**config.mk**
```make
export PLATFORM = sky130hd
export DESIGN_NAME = signed_golomb_bit_decoder
export DESIGN_NICKNAME = d
export VERILOG_FILES = /design/src/sv/sgbd_pkg.sv /design/src/sv/signed_golomb_bit_decoder.sv /design/src/sv/sgbd_front.sv /design/src/sv/sgbd_queue.sv /design/src/sv/sgbd_back.sv
export SDC_FILE = /design/constraint.sdc
export NUM_CORES = 1
export LEC_CHECK = 0
export ABC_AREA = 1
export ABC_CLOCK_PERIOD_IN_PS = 6300
export BUFFER_PORTS_ARGS = -buffer_cell sky130_fd_sc_hd__buf_2
export CORE_UTILIZATION = 60
export CTS_CLUSTER_DIAMETER = 40
export DETAILED_ROUTE_END_ITERATION = 10
export GPL_ROUTABILITY_DRIVEN = 0
export GPL_TIMING_DRIVEN = 0
export HOLD_SLACK_MARGIN = 0.15
export PLACE_DENSITY = 0.78
export SKIP_LAST_GASP = 1
export SLEW_MARGIN = 25
export SYNTH_ARGS = -nofsm -noshare
export SYNTH_HDL_FRONTEND = slang
export SYNTH_HIERARCHICAL = 1
export SYNTH_SLANG_ARGS = --single-unit
```
**constraint.sdc**
```tcl
create_clock -name i_clk -period 6.3 [get_ports i_clk]
set_input_delay 0.63 -clock i_clk [delete_from_list [all_inputs] [get_ports i_clk]]
set_output_delay 0.63 -clock i_clk [all_outputs]
set_load 0.01 [all_outputs]
```
**src/sv/sgbd_pkg.sv**
```systemverilog
// Shared constants for the signed Golomb bit decoder.
package sgbd_pkg;

    localparam int CFG_W             = 13;
    localparam int VALUE_W           = 23;
    localparam int MAG_LIMIT         = 4194303;
    localparam int DEF_MAX_QUOTIENT  = 1023;
    localparam int DEF_DIVISOR_WIDTH = 12;
    localparam int QUEUE_DEPTH       = 4;

    localparam logic [CFG_W-1:0] DIVISOR_RESET = CFG_W'(1);

endpackage

```
**src/sv/signed_golomb_bit_decoder.sv**
```systemverilog
// Top level of the signed Golomb bit decoder.
//
// Usage:
//   The coded stream enters one bit per transaction on i_code_bit
//   (i_in_valid / o_in_ready). Each codeword is a sign bit, a unary run
//   of zeros closed by a one, then the remainder bits (plain binary for a
//   power-of-two divisor, truncated binary otherwise), MSB first.
//   Decoded values leave on o_value / o_overflow (o_out_valid / i_out_ready),
//   one transaction per finished codeword. A unary run of MAX_QUOTIENT
//   zeros yields one transaction with o_overflow set and o_value zero.
//   The divisor is written through i_divisor_we / i_divisor and takes
//   effect at the next sign bit; zero acts as one, values above
//   2**DIVISOR_WIDTH saturate to it.
// Timing:
//   One bit is accepted every cycle while the job queue has room. A result
//   reaches the output after the edge that accepts the bit closing its
//   codeword: the queue is written at that edge, then the multiply stage
//   and the output register follow. The back end sustains one result per
//   cycle through its single multiplier while the receiver is ready.
// Reset and stall:
//   Synchronous reset clears the parser to expect a sign bit, empties the
//   queue and sets the divisor to one. When the receiver stalls, the output
//   and multiply stages hold, the queue fills, and o_in_ready drops only
//   once the queue is full.
module signed_golomb_bit_decoder
    import sgbd_pkg::*;
#(
    parameter int DIVISOR_WIDTH = DEF_DIVISOR_WIDTH,
    parameter int MAX_QUOTIENT  = DEF_MAX_QUOTIENT
) (
    input  logic                      i_clk,
    input  logic                      i_rst_n,
    input  logic                      i_divisor_we,
    input  logic [CFG_W-1:0]          i_divisor,
    input  logic                      i_in_valid,
    output logic                      o_in_ready,
    input  logic                      i_code_bit,
    output logic                      o_out_valid,
    input  logic                      i_out_ready,
    output logic signed [VALUE_W-1:0] o_value,
    output logic                      o_overflow
);

    localparam int QW    = $clog2(MAX_QUOTIENT + 1);
    localparam int EW    = DIVISOR_WIDTH + 1;
    localparam int RW    = DIVISOR_WIDTH;
    localparam int JOB_W = 2 + QW + EW + RW;

    logic             q_push, q_full, q_pop, q_valid;
    logic [JOB_W-1:0] front_job, q_job;

    // parse bits and hand finished codewords to the queue
    sgbd_front #(
        .DIVISOR_WIDTH (DIVISOR_WIDTH),
        .MAX_QUOTIENT  (MAX_QUOTIENT),
        .QW            (QW),
        .EW            (EW),
        .RW            (RW),
        .JOB_W         (JOB_W)
    ) u_front (
        .i_clk        (i_clk),
        .i_rst_n      (i_rst_n),
        .i_divisor_we (i_divisor_we),
        .i_divisor    (i_divisor),
        .i_in_valid   (i_in_valid),
        .o_in_ready   (o_in_ready),
        .i_code_bit   (i_code_bit),
        .i_q_full     (q_full),
        .o_push       (q_push),
        .o_job        (front_job)
    );

    // decouple the parser from the arithmetic and the receiver
    sgbd_queue #(
        .WIDTH (JOB_W),
        .DEPTH (QUEUE_DEPTH)
    ) u_queue (
        .i_clk   (i_clk),
        .i_rst_n (i_rst_n),
        .i_push  (q_push),
        .i_data  (front_job),
        .o_full  (q_full),
        .i_pop   (q_pop),
        .o_valid (q_valid),
        .o_data  (q_job)
    );

    // form the signed value and drive the result channel
    sgbd_back #(
        .DIVISOR_WIDTH (DIVISOR_WIDTH),
        .MAX_QUOTIENT  (MAX_QUOTIENT),
        .QW            (QW),
        .EW            (EW),
        .RW            (RW),
        .JOB_W         (JOB_W)
    ) u_back (
        .i_clk       (i_clk),
        .i_rst_n     (i_rst_n),
        .i_job_valid (q_valid),
        .i_job       (q_job),
        .o_pop       (q_pop),
        .o_out_valid (o_out_valid),
        .i_out_ready (i_out_ready),
        .o_value     (o_value),
        .o_overflow  (o_overflow)
    );

    // a job is only produced when the queue can take it
    a_no_push_when_full: assert property (
        @(posedge i_clk) disable iff (!i_rst_n) q_push |-> !q_full
    ) else $error("job pushed into full queue");

    // an overflow result carries a zero value
    a_overflow_zero: assert property (
        @(posedge i_clk) disable iff (!i_rst_n)
        (o_out_valid && o_overflow) |-> (o_value == '0)
    ) else $error("overflow result with nonzero value");

    // saturation keeps the most negative code out of the result
    a_value_saturated: assert property (
        @(posedge i_clk) disable iff (!i_rst_n)
        (o_out_valid && !o_overflow) |-> (o_value != {1'b1, {(VALUE_W-1){1'b0}}})
    ) else $error("magnitude not saturated");

endmodule

```
**src/sv/sgbd_front.sv**
```systemverilog
// Front end: divisor register, bit parser and codeword job generation.
module sgbd_front
    import sgbd_pkg::*;
#(
    parameter int DIVISOR_WIDTH = DEF_DIVISOR_WIDTH,
    parameter int MAX_QUOTIENT  = DEF_MAX_QUOTIENT,
    parameter int QW            = $clog2(MAX_QUOTIENT + 1),
    parameter int EW            = DIVISOR_WIDTH + 1,
    parameter int RW            = DIVISOR_WIDTH,
    parameter int JOB_W         = 2 + QW + EW + RW
) (
    input  logic             i_clk,
    input  logic             i_rst_n,
    input  logic             i_divisor_we,
    input  logic [CFG_W-1:0] i_divisor,
    input  logic             i_in_valid,
    output logic             o_in_ready,
    input  logic             i_code_bit,
    input  logic             i_q_full,
    output logic             o_push,
    output logic [JOB_W-1:0] o_job
);

    localparam int CW = (CFG_W > EW) ? CFG_W : EW;
    localparam int BW = $clog2(DIVISOR_WIDTH + 1);

    typedef enum logic [1:0] {
        PH_SIGN,
        PH_UNARY,
        PH_REM,
        PH_EXTRA
    } t_phase;

    t_phase           r_phase, n_phase;
    logic [CFG_W-1:0] r_divisor, n_divisor;
    logic             r_neg, n_neg;
    logic [QW-1:0]    r_quo, n_quo;
    logic [RW-1:0]    r_acc, n_acc;
    logic [BW-1:0]    r_taken, n_taken;
    logic [EW-1:0]    r_div, n_div;
    logic [BW-1:0]    r_need, n_need;
    logic             r_pow2, n_pow2;
    logic [RW-1:0]    r_u, n_u;

    // divisor decode, used when the sign bit latches it
    logic [CW-1:0] raw_ext, top_ext, eff_c;
    logic [EW-1:0] eff, eff_m1, two_b, u_full;
    logic [BW-1:0] b_cl, need_c;
    logic          pow2_c;

    always_comb begin
        raw_ext = CW'(r_divisor);
        top_ext = CW'(1) << DIVISOR_WIDTH;
        if (raw_ext == '0) begin
            eff_c = CW'(1);
        end else if (raw_ext > top_ext) begin
            eff_c = top_ext;
        end else begin
            eff_c = raw_ext;
        end
        eff    = eff_c[EW-1:0];
        eff_m1 = eff - EW'(1);
        b_cl   = '0;
        for (int k = 0; k < DIVISOR_WIDTH; k++) begin
            if (eff_m1[k]) b_cl = BW'(k + 1);
        end
        pow2_c = ((eff & eff_m1) == '0);
        need_c = pow2_c ? b_cl : (b_cl - BW'(1));
        two_b  = EW'(1) << b_cl;
        u_full = two_b - eff;
    end

    logic              accept;
    logic              emit, emit_ovf;
    logic [RW-1:0]     emit_rem;
    logic [RW:0]       shift_acc, extra_val;
    logic [RW-1:0]     acc_n;
    logic [BW-1:0]     taken_n;
    logic [QW-1:0]     quo_n;

    assign o_in_ready = !i_q_full;
    assign accept     = i_in_valid && !i_q_full;

    always_comb begin
        shift_acc = {r_acc, i_code_bit};
        acc_n     = shift_acc[RW-1:0];
        taken_n   = r_taken + BW'(1);
        quo_n     = r_quo + QW'(1);
        extra_val = shift_acc - (RW + 1)'(r_u);

        n_phase   = r_phase;
        n_divisor = i_divisor_we ? i_divisor : r_divisor;
        n_neg     = r_neg;
        n_quo     = r_quo;
        n_acc     = r_acc;
        n_taken   = r_taken;
        n_div     = r_div;
        n_need    = r_need;
        n_pow2    = r_pow2;
        n_u       = r_u;
        emit      = 1'b0;
        emit_ovf  = 1'b0;
        emit_rem  = '0;

        if (accept) begin
            unique case (r_phase)
                PH_SIGN: begin
                    n_neg   = i_code_bit;
                    n_div   = eff;
                    n_need  = need_c;
                    n_pow2  = pow2_c;
                    n_u     = u_full[RW-1:0];
                    n_quo   = '0;
                    n_acc   = '0;
                    n_taken = '0;
                    n_phase = PH_UNARY;
                end
                PH_UNARY: begin
                    if (i_code_bit) begin
                        if (r_need == '0) begin
                            emit = 1'b1;
                        end else begin
                            n_phase = PH_REM;
                        end
                    end else if (quo_n >= QW'(MAX_QUOTIENT)) begin
                        emit     = 1'b1;
                        emit_ovf = 1'b1;
                    end else begin
                        n_quo = quo_n;
                    end
                end
                PH_REM: begin
                    n_acc   = acc_n;
                    n_taken = taken_n;
                    if (taken_n >= r_need) begin
                        if (r_pow2 || (acc_n < r_u)) begin
                            emit     = 1'b1;
                            emit_rem = acc_n;
                        end else begin
                            n_phase = PH_EXTRA;
                        end
                    end
                end
                PH_EXTRA: begin
                    emit     = 1'b1;
                    emit_rem = extra_val[RW-1:0];
                end
                default: n_phase = PH_SIGN;
            endcase
            if (emit) begin
                n_phase = PH_SIGN;
                n_quo   = '0;
                n_acc   = '0;
                n_taken = '0;
            end
        end
    end

    assign o_push = emit;
    assign o_job  = {r_neg, emit_ovf, r_quo, r_div, emit_rem};

    always_ff @(posedge i_clk) begin
        if (!i_rst_n) begin
            r_phase   <= PH_SIGN;
            r_divisor <= DIVISOR_RESET;
            r_neg     <= 1'b0;
            r_quo     <= '0;
            r_acc     <= '0;
            r_taken   <= '0;
            r_div     <= EW'(1);
            r_need    <= '0;
            r_pow2    <= 1'b1;
            r_u       <= '0;
        end else begin
            r_phase   <= n_phase;
            r_divisor <= n_divisor;
            r_neg     <= n_neg;
            r_quo     <= n_quo;
            r_acc     <= n_acc;
            r_taken   <= n_taken;
            r_div     <= n_div;
            r_need    <= n_need;
            r_pow2    <= n_pow2;
            r_u       <= n_u;
        end
    end

endmodule

```
**src/sv/sgbd_queue.sv**
```systemverilog
// Small job queue between the front end and the back end.
module sgbd_queue
    import sgbd_pkg::*;
#(
    parameter int WIDTH = 8,
    parameter int DEPTH = QUEUE_DEPTH
) (
    input  logic             i_clk,
    input  logic             i_rst_n,
    input  logic             i_push,
    input  logic [WIDTH-1:0] i_data,
    output logic             o_full,
    input  logic             i_pop,
    output logic             o_valid,
    output logic [WIDTH-1:0] o_data
);

    localparam int PW = (DEPTH > 1) ? $clog2(DEPTH) : 1;
    localparam int NW = $clog2(DEPTH + 1);

    logic [WIDTH-1:0] r_mem [DEPTH];
    logic [PW-1:0]    r_wr, n_wr, r_rd, n_rd;
    logic [NW-1:0]    r_count, n_count;
    logic             do_push, do_pop;

    assign o_full  = (r_count == NW'(DEPTH));
    assign o_valid = (r_count != '0);
    assign o_data  = r_mem[r_rd];
    assign do_push = i_push && !o_full;
    assign do_pop  = i_pop && o_valid;

    always_comb begin
        n_wr    = r_wr;
        n_rd    = r_rd;
        n_count = r_count;
        if (do_push) begin
            n_wr = (r_wr == PW'(DEPTH - 1)) ? '0 : r_wr + PW'(1);
        end
        if (do_pop) begin
            n_rd = (r_rd == PW'(DEPTH - 1)) ? '0 : r_rd + PW'(1);
        end
        case ({do_push, do_pop})
            2'b10:   n_count = r_count + NW'(1);
            2'b01:   n_count = r_count - NW'(1);
            default: n_count = r_count;
        endcase
    end

    always_ff @(posedge i_clk) begin
        if (!i_rst_n) begin
            r_wr    <= '0;
            r_rd    <= '0;
            r_count <= '0;
        end else begin
            r_wr    <= n_wr;
            r_rd    <= n_rd;
            r_count <= n_count;
        end
    end

    always_ff @(posedge i_clk) begin
        if (do_push) begin
            r_mem[r_wr] <= i_data;
        end
    end

endmodule

```
**src/sv/sgbd_back.sv**
```systemverilog
// Back end: magnitude multiply, saturation, sign and output register.
module sgbd_back
    import sgbd_pkg::*;
#(
    parameter int DIVISOR_WIDTH = DEF_DIVISOR_WIDTH,
    parameter int MAX_QUOTIENT  = DEF_MAX_QUOTIENT,
    parameter int QW            = $clog2(MAX_QUOTIENT + 1),
    parameter int EW            = DIVISOR_WIDTH + 1,
    parameter int RW            = DIVISOR_WIDTH,
    parameter int JOB_W         = 2 + QW + EW + RW
) (
    input  logic                      i_clk,
    input  logic                      i_rst_n,
    input  logic                      i_job_valid,
    input  logic [JOB_W-1:0]          i_job,
    output logic                      o_pop,
    output logic                      o_out_valid,
    input  logic                      i_out_ready,
    output logic signed [VALUE_W-1:0] o_value,
    output logic                      o_overflow
);

    localparam int MW = QW + EW + 1;
    localparam int SW = (MW > VALUE_W) ? MW : VALUE_W;

    logic [RW-1:0] job_rem;
    logic [EW-1:0] job_div;
    logic [QW-1:0] job_quo;
    logic          job_ovf, job_neg;

    assign job_rem = i_job[RW-1:0];
    assign job_div = i_job[RW +: EW];
    assign job_quo = i_job[RW + EW +: QW];
    assign job_ovf = i_job[RW + EW + QW];
    assign job_neg = i_job[RW + EW + QW + 1];

    // stage A: quotient times divisor plus remainder
    logic          r_a_valid, r_a_neg, r_a_ovf;
    logic [MW-1:0] r_a_mag;
    // output stage
    logic                      r_o_valid, r_o_ovf;
    logic signed [VALUE_W-1:0] r_o_value;

    logic out_can, a_can, a_load, o_load;

    assign out_can = !r_o_valid || i_out_ready;
    assign a_can   = !r_a_valid || out_can;
    assign o_pop   = i_job_valid && a_can;
    assign a_load  = o_pop;
    assign o_load  = r_a_valid && out_can;

    logic [SW-1:0]      mag_ext;
    logic [VALUE_W-1:0] mag_sat, val_c;

    always_comb begin
        mag_ext = SW'(r_a_mag);
        if (mag_ext > SW'(MAG_LIMIT)) begin
            mag_sat = VALUE_W'(MAG_LIMIT);
        end else begin
            mag_sat = mag_ext[VALUE_W-1:0];
        end
        if (r_a_ovf) begin
            val_c = '0;
        end else if (r_a_neg) begin
            val_c = '0 - mag_sat;
        end else begin
            val_c = mag_sat;
        end
    end

    always_ff @(posedge i_clk) begin
        if (!i_rst_n) begin
            r_a_valid <= 1'b0;
            r_o_valid <= 1'b0;
        end else begin
            if (a_can) r_a_valid <= i_job_valid;
            if (out_can) r_o_valid <= r_a_valid;
        end
    end

    always_ff @(posedge i_clk) begin
        if (a_load) begin
            r_a_neg <= job_neg;
            r_a_ovf <= job_ovf;
            r_a_mag <= MW'(MW'(job_quo) * MW'(job_div)) + MW'(job_rem);
        end
        if (o_load) begin
            r_o_ovf   <= r_a_ovf;
            r_o_value <= val_c;
        end
    end

    assign o_out_valid = r_o_valid;
    assign o_value     = r_o_value;
    assign o_overflow  = r_o_ovf;

endmodule
```
* After elaboration in Yosys (flattened, before gate mapping)
Memory sizes are Yosys's and may differ from the RTL's. A register that Yosys moved wholly into a read port is not among the register bits.
Index checks and enable logic that the tools add are counted.
Widths: inputs -> output; s select.
** Cells by class
- Add/sub/neg operators :: 12
- $mul :: 1
- $lt $le $gt $ge :: 5
- Equal/unequal tests :: 14
- Shift operators :: 1
- Mux-type cells :: 53
- Bitwise operators :: 1
- Reduce and logical (&&, ||, !) cells :: 24
** Operators with widths (count)
- $mux 23 :: 2
- $mux 12 :: 3
- $mux 10 :: 3
- $mux 4 :: 7
- $logic_not 13->1 :: 2
- $mux 13 :: 2
- $add 23x12->24 :: 1
- $gt 24x22->1 const B :: 1
- $pmux 12 s2 :: 1
- $sub 12x12->12 :: 2
- $mul 10x13->23 :: 1
- $sub 1x23->23 const A :: 1
- $mux 2 :: 11
- $pmux 11 s2 :: 1
- $pmux 10 s2 :: 1
- $and 13x13->13 :: 1
- $gt 13x13->1 const B :: 1
- $mux 1 :: 13
- $sub 13x1->13 const B :: 1
- $lt 12x12->1 :: 1
- $mux 3 :: 4
- $shl 1x4->12 const A :: 1
- $mux 11 :: 1
- $add 10x1->10 const B :: 1
- other kinds (28) :: 48
** Word-level totals
- Register bits :: 130
- Bits in writable memories :: 148
- Bits of input ports :: 19
- Output and inout bits :: 26
- Logic and storage cells :: 132
- Memories :: 1
** Memory list
- u_queue.r_mem :: words 4, bits a word 37, rd ports 1, clocked after Yosys merged registers in 1, wr ports 1, RTL line sgbd_queue.sv:21 : logic [WIDTH-1:0] r_mem [DEPTH];

* Longest topological paths before layout
Gate-level depths: netlist (run 1).
- Word-level depth :: 18
- Mapped depth :: 34

* By module
Netlist (run 1), hierarchy kept.
** By module, submodules not included
- sgbd_back :: instances 1, cells an instance 946, area each 7438.4 um2, seq. area each 1541.5 um2
- sgbd_queue :: instances 1, cells an instance 426, area each 5988.2 um2, seq. area each 4624.4 um2
- sgbd_front :: instances 1, cells an instance 798, area each 5228.8 um2, seq. area each 1421.4 um2

* Least setup slack after synthesis (run 1)
OpenSTA, ideal clock, no wires.
- Path type :: reg2reg
- Start :: register (tool-made name)
- End :: register u_back.r_a_mag[23], in the netlist u_back/mag_ext[23] (data pin)
- Setup time :: 0.253 ns
- Data arrival time :: 5.211 ns
- Required time :: 6.047 ns
- Setup slack :: 0.836 ns
- Stages on the path, launching flop included :: 28
- Path buffers :: 4
- Path through :: dfxtp_1 > buf_6 > inv_2 > buf_6 > buf_6 > nor2_1 > o22ai_1 > clkbuf_1 > nand2_1 > fa_1 > inv_1 > fa_1 > inv_1 > fa_1 > inv_1 > fa_1 > inv_1 > fa_1 > inv_1 > ha_1 > nand2_1 > nand2_1 > a21oi_1 > nor2_1 > o21ai_0 > nand3_1 > nand2_1 > nand2_1
** RTL lines
- end signal, assigned :: RTL line sgbd_back.sv:85 : r_a_mag <= MW'(MW'(job_quo) * MW'(job_div)) + MW'(job_rem);
- end, declared :: RTL line sgbd_back.sv:39 : logic [MW-1:0] r_a_mag;

==> impl_metrics.ini, run 1 <==
[outcome]
status = finished clean

[setup_path]
path_max_fanout = 10
crit_type = reg -> reg
worstSetupEndpointType = flop
start_kind = flop
cp.arrival_ns = 6.29
required_ns = 6.58

[clocking]
clock-sinks = 280
cts_tree = done
cts_buffers = 38
clockBufferDepth = 3
clk_latency_ns = 0.54
ctsHoldBuffers = 0
cts_htree_levels = 2
root_buffer = clkbuf_16
clkTransAtPathRegs_ns = 0.06

[sta]
timing.fmax_mhz = 166
setup-violations-final = 0
period_share = 0.954
fin_skew_ns = 0.0258
worst_pin_slew_ns = 0.801
slew_headroom = 0.465
rsz0062_at_grt = yes
fin_crit_ns = 6.01
maxSlewViolCount = 0
hold_viol_final = 0

[drt]
first_iter_violations = 1187
routed_wl_um = 46300
viasPerCell = 5.70
dr.pass1.iters = 6
post_drt_wl_per_cell_um = 17.2
drc = 0
postRouteAntennaNets = 0
num_vias = 15300

[power]
ir_drop_uv = 422
p_leak_nw = 9.86
p_switching_mw = 4.84
p_total_mw = 10.8
p_per_area_nw_per_um2 = 513
p_clk_frac = 0.209
p_int_mw = 5.99
switching_share = 0.447
p_comb_frac = 0.547
p_seq_frac = 0.244

[synth]
synth.cell_area_um2 = 18700
seq_area_frac_synth = 0.407
synthCells = 2170
ys_top_cells_by_area = edfxtp_1 (32%), fa_1 (11%), dfxtp_1 (8.8%)
yosys.area.top_type = edfxtp_1
netlist.area_leader.share = 0.319
ys_types = 44
yosysWarnings = 6
synth_fp_nets = 2415
ys_ff_latch = 280
syn_avg_cell_area_um2 = 8.60

[floorplan]
fp.coreArea_um2 = 30600
ios = 45
num_rows = 64
die_x_um = 178
die_h_um = 178
initial_utilization = 0.610
die_area_um2 = 31800

[finish]
diodes = 0
drive_above_1_share = 0.0976
final_nets = 2509
final_core_util = 0.690
area_growth_pct = 13.1
mostFrequentLayoutCells = nand2_1 (395), inv_1 (369), nor2_1 (235), edfxtp_1 (198), o21ai_0 (136)
fillers = 2354
final_common_cell = nand2_1

[run]
cap_violations = 0

[place]
portBuffers = 44
dp.final_hpwl_um = 33600

[hold_path]
worstHoldPathType = in -> reg

[global_route]
gr-total-overflow = 0
track_usage = 0.299
grt_pass1_wl_um = 74600
antenna_found_initial = 0
grt_pass1_vias = 15400
grt_max_degree = 32
==> critical path: stages (launching register included) <==
cell and delay, ns:
dfxtp_2 0.37, buf_6 0.16, inv_2 0.06, buf_6 0.17, buf_6 0.17, nor2_1 0.08, o22ai_4 0.38, clkbuf_4 0.32
nand2_1 0.10, fa_1 0.51, inv_1 0.05, fa_1 0.47, fa_1 0.53, fa_1 0.55, inv_1 0.06, fa_1 0.52
inv_1 0.04, ha_1 0.35, nand2_1 0.11, inv_1 0.06, a21oi_1 0.22, nor2_1 0.09, o21ai_1 0.17, nand3_1 0.10
nand2_1 0.07, nand2_1 0.04
==> per-stage QoR <==
step                worst slack (ns)  TNS (ns)  cells  instance area [um^2]  hold WS [ns]
finish                         0.289         0   2690                 21100         0.320
global route                 -0.0306   -0.0306   2690                 21100         0.318
CTS                          0.00771         0   2685                 21000         0.306
detailed placement            -0.489     -4.80   2615                 19600         0.467
global placement              -0.360    -23.58   2610                 19400         0.452
floorplan                      0.836         0   2170                 18700         0.443
==> routing by layer <==
metal,share of wire,wire length [um],track usage
met5,0,0,0
met4,0.038,1770,0.133
met3,0.071,3270,0.0439
met2,0.51,23800,0.546
met1,0.38,17500,0.346
==> layout make-up <==
type | count | area (um^2) | share of cell area
multi-input cells | 1431 | 9360 | 0.443
plain buffers | 83 | 478 | 0.0226
clock inverters | 25 | 333 | 0.0158
well taps | 396 | 495 | 0.0235
repair buffers | 54 | 408 | 0.0193
inverters | 376 | 1420 | 0.0671
flip-flops and latches | 280 | 7590 | 0.360
clock buffers | 45 | 1030 | 0.0488
==> power by group through the flow <==
stage | Sequential (mW) | Clock (mW) | Combinational [mW]
2_1_floorplan | 2.62 | 0 | 4.42
3_3_place_gp | 2.67 | 0 | 5.67
3_5_place_dp | 2.67 | 0 | 5.82
4_1_cts | 2.64 | 2.29 | 5.90
5_1_grt | 2.66 | 2.37 | 6.71
6_report | 2.64 | 2.26 | 5.93
==> sequential cells by signal, summed over array words and instances (netlist names), 10 cells and up, named ones only <==
name               cells
u_back/mag_ext        24
u_queue/r_mem        148
u_back/o_value        23
u_front/r_acc         11
u_front/r_u           12
u_front/r_divisor     13
u_front/r_quo         10
u_front/r_div         13
==> repair_timing <==
action,4_1_cts,5_1_grt
endpoints found under the setup margin,15,15
pin swaps,0,4
setup buffers,0,5
resized for setup,18,49
==> cell usage after synthesis, drive strengths merged <==
cell type,number
o21ai,179
o21a,3
and2,4
edfxtp,198
a21oi,135
ha,124
nand3b,8
o31ai,1
a221oi,1
clkinv,2
dfxtp,82
nor3,13
nand2,405
nand4,18
fa,102
o22ai,38
xor2,20
or2,5
nor2,247
buf,29
o21bai,4
inv,374
nor4,3
o211ai,2
clkbuf,54
a211o,1
o2111ai,1
a21o,3
nand3,87
a31oi,18
xnor2,9
==> final timing paths <==
path                                         from                     to  slack [ns]  cells after the start
worst min register to register  u_front/r_need[1]      u_front/r_need[1]        0.47                      2
worst max register to register               flop     u_back/mag_ext[23]        0.29                     25
worst max-delay path                         flop     u_back/mag_ext[23]        0.29                     25
worst min-delay path                i_divisor[11]  u_front/r_divisor[11]        0.32                      3
==> cell families (layout without fill, tap and decap cells) <==
| logic type | Yosys count | after routing | synth area share |
|---|---|---|---|
| compound gates | 386 | 386 | 0.110 |
| xor+xnor | 29 | 29 | 0.0136 |
| fa+ha+maj | 226 | 226 | 0.193 |
| buf+inv | 459 | 583 | 0.0990 |
| simple gates | 790 | 790 | 0.178 |
| flops | 280 | 280 | 0.407 |
Power figures use the tool's default switching activity.
==> run 2: changes to the inputs <==
--- a/config.mk
+++ b/config.mk
@@ -7,14 +7,14 @@
 export LEC_CHECK = 0
 export ABC_AREA = 1
 export ABC_CLOCK_PERIOD_IN_PS = 6300
-export BUFFER_PORTS_ARGS = -buffer_cell sky130_fd_sc_hd__buf_2
 export CORE_UTILIZATION = 60
 export CTS_CLUSTER_DIAMETER = 40
 export DETAILED_ROUTE_END_ITERATION = 10
+export DONT_BUFFER_PORTS = 1
 export GPL_ROUTABILITY_DRIVEN = 0
 export GPL_TIMING_DRIVEN = 0
 export HOLD_SLACK_MARGIN = 0.15
-export PLACE_DENSITY = 0.78
+export PLACE_DENSITY = 0.77
 export SKIP_LAST_GASP = 1
 export SLEW_MARGIN = 25
 export SYNTH_ARGS = -nofsm -noshare
==> impl_metrics.ini, run 2 (same netlist as run 1, synthesis figures left out) <==
[setup_path]
worstReg2RegEnd = u_back/mag_ext[23]
slowest_stage = fa_1
start_kind = flop
crit_type = reg -> reg
required_ns = 6.58
r2r_slack_ns = 0.20
cp.arrival_ns = 6.38
r2r_cells = 25
path_max_fanout = 10
worstSetupEndpointType = flop
max_stage_delay_ns = 0.54

[clocking]
clock-sinks = 280
cts_tree = done
cts_buffers = 38
clk_latency_ns = 0.53
clockBufferDepth = 3
clkTransAtPathRegs_ns = 0.06
root_buffer = clkbuf_16
cts_htree_levels = 2

[power]
p_leak_nw = 9.65
p_per_area_nw_per_um2 = 510
p_total_mw = 10.6
ir_drop_uv = 436

[floorplan]
fp.coreArea_um2 = 30600
die_area_um2 = 31800
num_rows = 64
die_x_um = 178
initial_utilization = 0.610
ios = 45
die_h_um = 178

[global_route]
track_usage = 0.292
grt_pass1_vias = 15000
grt_max_degree = 32
antenna_found_initial = 0
gr-total-overflow = 0
grt_pass1_wl_um = 72700

[drt]
dr.pass1.iters = 6
postRouteAntennaNets = 0
num_vias = 15000
drc = 0
routed_wl_um = 45200
post_drt_wl_per_cell_um = 17.1
first_iter_violations = 1258
viasPerCell = 5.66

[outcome]
status = finished clean

[hold_path]
min_from = i_rst_n
hold_depth = 2
holdPathEnd = u_queue/r_wr[1]
worstHoldPathType = in -> reg

[sta]
hold_viol_final = 0
period_share = 0.968
setup_ws_ns = 0.203
timing.fmax_mhz = 164
slew_headroom = 0.490
holdWs_ns = 0.220
setup-violations-final = 0
maxSlewViolCount = 0
worst_pin_slew_ns = 0.764
fin_skew_ns = 0.0257
setup_tns_ns = 0
fin_crit_ns = 6.10

[place]
dpl_cell_area_um2 = 19300
placed_cells = 2571
portBuffers = 0
dp_slack_ns = -0.384
dp.final_hpwl_um = 33400

[finish]
final_common_cell = nand2_1
area_growth_pct = 11.5
largest_register = u_queue/r_mem
final_nets = 2466
drive_above_1_share = 0.0804
final_core_util = 0.680
mostFrequentLayoutCells = nand2_1 (395), inv_1 (369), nor2_1 (235), edfxtp_1 (198), o21ai_0 (137)
fin_area_um2 = 20800
fin_cells = 2647
diodes = 0
largest_reg_flops = 148

[run]
cap_violations = 0
==> run 2: worst max-delay path, delay by kind of cell (launching register included) <==
family | cells | cell delay [ns]
flops | 1 | 0.45
simple gates | 7 | 0.55
fa+ha+maj | 6 | 2.91
buf+inv | 8 | 0.97
compound gates | 4 | 0.94
==> run 2: layout make-up <==
cell class / count / area [um^2]
Buffer: 83 / 490
Clock buffer: 47 / 1030
Clock inverter: 23 / 233
Fill cell: 2348 / 9800
Inverter: 376 / 1420
Multi-Input combinational cell: 1431 / 9360
Sequential cell: 280 / 7590
Tap cell: 396 / 495
Timing Repair Buffer: 11 / 183
==> run 2: timing repair <==
item | in CTS | in global routing
pin swaps | 0 | 4
cloned | 0 | 0
gates resized for setup | 19 | 63
buffers inserted | 0 | 6
hold buffers | 0 | 0
setup endpoints to repair | 15 | 15
==> run 2: worst max-delay path by stage <==
stage | slack (ns) | cells past startpoint | end
after floorplan | 0.84 | 27 | u_back/mag_ext[23]
after global placement | -0.34 | 23 | u_back/mag_ext[23]
after detailed placement | -0.38 | 25 | u_back/mag_ext[23]
after CTS | 0.002 | 22 | u_back/mag_ext[21]
after global routing | -0.02 | 25 | u_back/mag_ext[23]
final | 0.20 | 25 | u_back/mag_ext[23]
==> run 2: layer usage <==
metal | global-route usage | vias up | part of all wire | wire (um)
li1 | - | 7152 | - | -
met1 | 0.340 | 7157 | 0.39 | 17700
met2 | 0.526 | 547 | 0.51 | 23000
met3 | 0.0411 | 121 | 0.060 | 2690
met4 | 0.138 | 0 | 0.041 | 1840
met5 | 0 | - | 0 | 0
==> run 2: where the power goes <==
part           internal, mW  switching, mW
Combinational          2.09           3.78
Clock                  1.24          0.843
Sequential             2.48          0.177
Total                  5.81           4.80
==> run 3: changes to the inputs <==
--- a/config.mk
+++ b/config.mk
@@ -7,14 +7,16 @@
 export LEC_CHECK = 0
 export ABC_AREA = 1
 export ABC_CLOCK_PERIOD_IN_PS = 6300
-export CORE_UTILIZATION = 60
+export CELL_PAD_IN_SITES_DETAIL_PLACEMENT = 1
+export CELL_PAD_IN_SITES_GLOBAL_PLACEMENT = 2
+export CORE_UTILIZATION = 41
 export CTS_CLUSTER_DIAMETER = 40
 export DETAILED_ROUTE_END_ITERATION = 10
 export DONT_BUFFER_PORTS = 1
 export GPL_ROUTABILITY_DRIVEN = 0
 export GPL_TIMING_DRIVEN = 0
 export HOLD_SLACK_MARGIN = 0.15
-export PLACE_DENSITY = 0.77
+export PLACE_DENSITY = 0.82
 export SKIP_LAST_GASP = 1
 export SLEW_MARGIN = 25
 export SYNTH_ARGS = -nofsm -noshare
==> impl_metrics.ini, run 3 (same netlist as run 1, synthesis figures left out) <==
[finish]
largest_reg_flops = 148
diodes = 0
multi_input_area_um2 = 9370
fillers = 5266
area_growth_pct = 15.2
mostFrequentLayoutCells = nand2_1 (395), inv_1 (369), nor2_1 (234), edfxtp_1 (198), o21ai_0 (135)
final_nets = 2474
regArea_um2 = 7590
final_common_cell = nand2_1
largest_register = u_queue/r_mem
fin_area_um2 = 21500
final_core_util = 0.483
drive_above_1_share = 0.0899

[run]
cap_violations = 0

[clocking]
clockBufferDepth = 3
cts_buffers = 48
cts_htree_levels = 2
clock-sinks = 280
cts_tree = done
clkTransAtPathRegs_ns = 0.06
root_buffer = clkbuf_16
clk_latency_ns = 0.59

[sta]
fin_crit_ns = 6.07
holdWs_ns = 0.179
setup_tns_ns = 0
period_share = 0.963
setup-violations-final = 0
maxSlewViolCount = 0
rsz0062_at_grt = yes
timing.fmax_mhz = 165
hold_viol_final = 0
worst_pin_slew_ns = 0.755
slew_headroom = 0.495
fin_skew_ns = 0.0247

[global_route]
gr-total-overflow = 0
grt_pass1_wl_um = 83900
grt_pass1_vias = 15500
antenna_found_initial = 0
track_usage = 0.230
grt_max_degree = 32

[setup_path]
worstSetupEndpointType = flop
cp.depth = 24
start_kind = flop
required_ns = 6.61
path_buf_inv = 9
r2r_cells = 24
worstPathCellList = buf_6 -> inv_2 -> buf_6 -> buf_6 -> nor2_1 -> o22ai_4 -> buf_4 -> nand2_1 -> fa_1 -> fa_1 -> inv_1 -> fa_1 -> fa_1 -> inv_1 -> fa_1 -> inv_1 -> ha_1 -> a21oi_1 -> inv_1 -> nor2_1 -> nand2_1 -> nand3_1 -> nand2_1 -> xor2_1
r2r_slack_ns = 0.23
crit_type = reg -> reg
cp.arrival_ns = 6.38
path_max_fanout = 10
worstReg2RegEnd = u_back/mag_ext[18]
max_stage_delay_ns = 0.56
path_common_cell = fa_1
slowest_stage = fa_1
crit_family = adder cells

[power]
switching_share = 0.453
p_seq_frac = 0.234
p_total_mw = 11.4
p_switching_mw = 5.16
p_comb_frac = 0.529
p_int_mw = 6.22
p_clk_frac = 0.237
p_leak_nw = 9.87
p_per_area_nw_per_um2 = 530
ir_drop_uv = 406

[floorplan]
die_x_um = 215
die_h_um = 215
num_rows = 77
fp.coreArea_um2 = 44500
ios = 45
initial_utilization = 0.419
die_area_um2 = 46400

[outcome]
status = finished clean

[drt]
drc = 0
post_drt_wl_per_cell_um = 18.4
num_vias = 14600
first_iter_violations = 634
routed_wl_um = 52500
viasPerCell = 5.12
dr.pass1.iters = 5
postRouteAntennaNets = 0

[place]
dp.final_hpwl_um = 40200
portBuffers = 0
dpl_cell_area_um2 = 19600

[hold_path]
hold_depth = 2
min_from = i_divisor[7]
worstHoldPathType = in -> reg
holdPathEnd = u_front/r_divisor[7]
-- run 3: power by group through the flow --
| stage | sequential, mW | combinational (mW) | clock, mW |
|---|---|---|---|
| 2_1_floorplan | 2.62 | 4.42 | 0 |
| 3_3_place_gp | 2.69 | 5.93 | 0 |
| 3_5_place_dp | 2.70 | 6.07 | 0 |
| 4_1_cts | 2.66 | 6.13 | 2.75 |
| 5_1_grt | 2.69 | 6.91 | 2.82 |
| 6_report | 2.66 | 6.02 | 2.70 |
-- run 3: cell type report --
type / count / area share
plain buffers: 81 / 0.0225
inverters: 376 / 0.0659
clock buffers: 55 / 0.0590
clock inverters: 35 / 0.0197
repair buffers: 11 / 0.00943
multi-input cells: 1431 / 0.436
flip-flops and latches: 280 / 0.353
well taps: 592 / 0.0345
-- run 3: worst register-to-register path: stages, from the launching register on --
cell and delay [ns]:
dfxtp_2 0.36, buf_6 0.16, inv_2 0.07, buf_6 0.18
buf_6 0.18, nor2_1 0.08, o22ai_4 0.35, buf_4 0.28
nand2_1 0.10, fa_1 0.49, fa_1 0.55, inv_1 0.06
fa_1 0.50, fa_1 0.56, inv_1 0.06, fa_1 0.52
inv_1 0.04, ha_1 0.34, a21oi_1 0.21, inv_1 0.06
nor2_1 0.18, nand2_1 0.15, nand3_1 0.10, nand2_1 0.06
xor2_1 0.17
-- run 3: worst max-delay path by stage --
stage	endpoint	slack, ns	start
after floorplan	u_back/mag_ext[23]	0.84	flop
after global placement	u_back/mag_ext[23]	-0.76	flop
after detailed placement	u_back/mag_ext[23]	-0.82	flop
after CTS	u_back/mag_ext[23]	-0.0006	flop
after global routing	u_back/mag_ext[23]	-0.03	flop
final	u_back/mag_ext[18]	0.23	flop
-- run 3: timing repair --
item,4_1_cts,5_1_grt
buffers inserted,4,1
gates resized for setup,39,37
endpoints found under the hold margin,1,0
pin swaps,2,1
endpoints found under the setup margin,16,15
hold buffers,1,0
-- run 3: metal layers --
layer | track usage | wire [um]
met1 | 0.274 | 22400
met2 | 0.427 | 27400
met5 | 0 | 0
met4 | 0.0716 | 1440
met3 | 0.0297 | 1290
-- run 3: metrics by stage --
stage | setup slack (ns) | std cells
floorplan | 0.836 | 2170
global placement | -0.757 | 2762
detailed placement | -0.821 | 2767
CTS | -0.000563 | 2862
global route | -0.0347 | 2861
finish | 0.235 | 2861
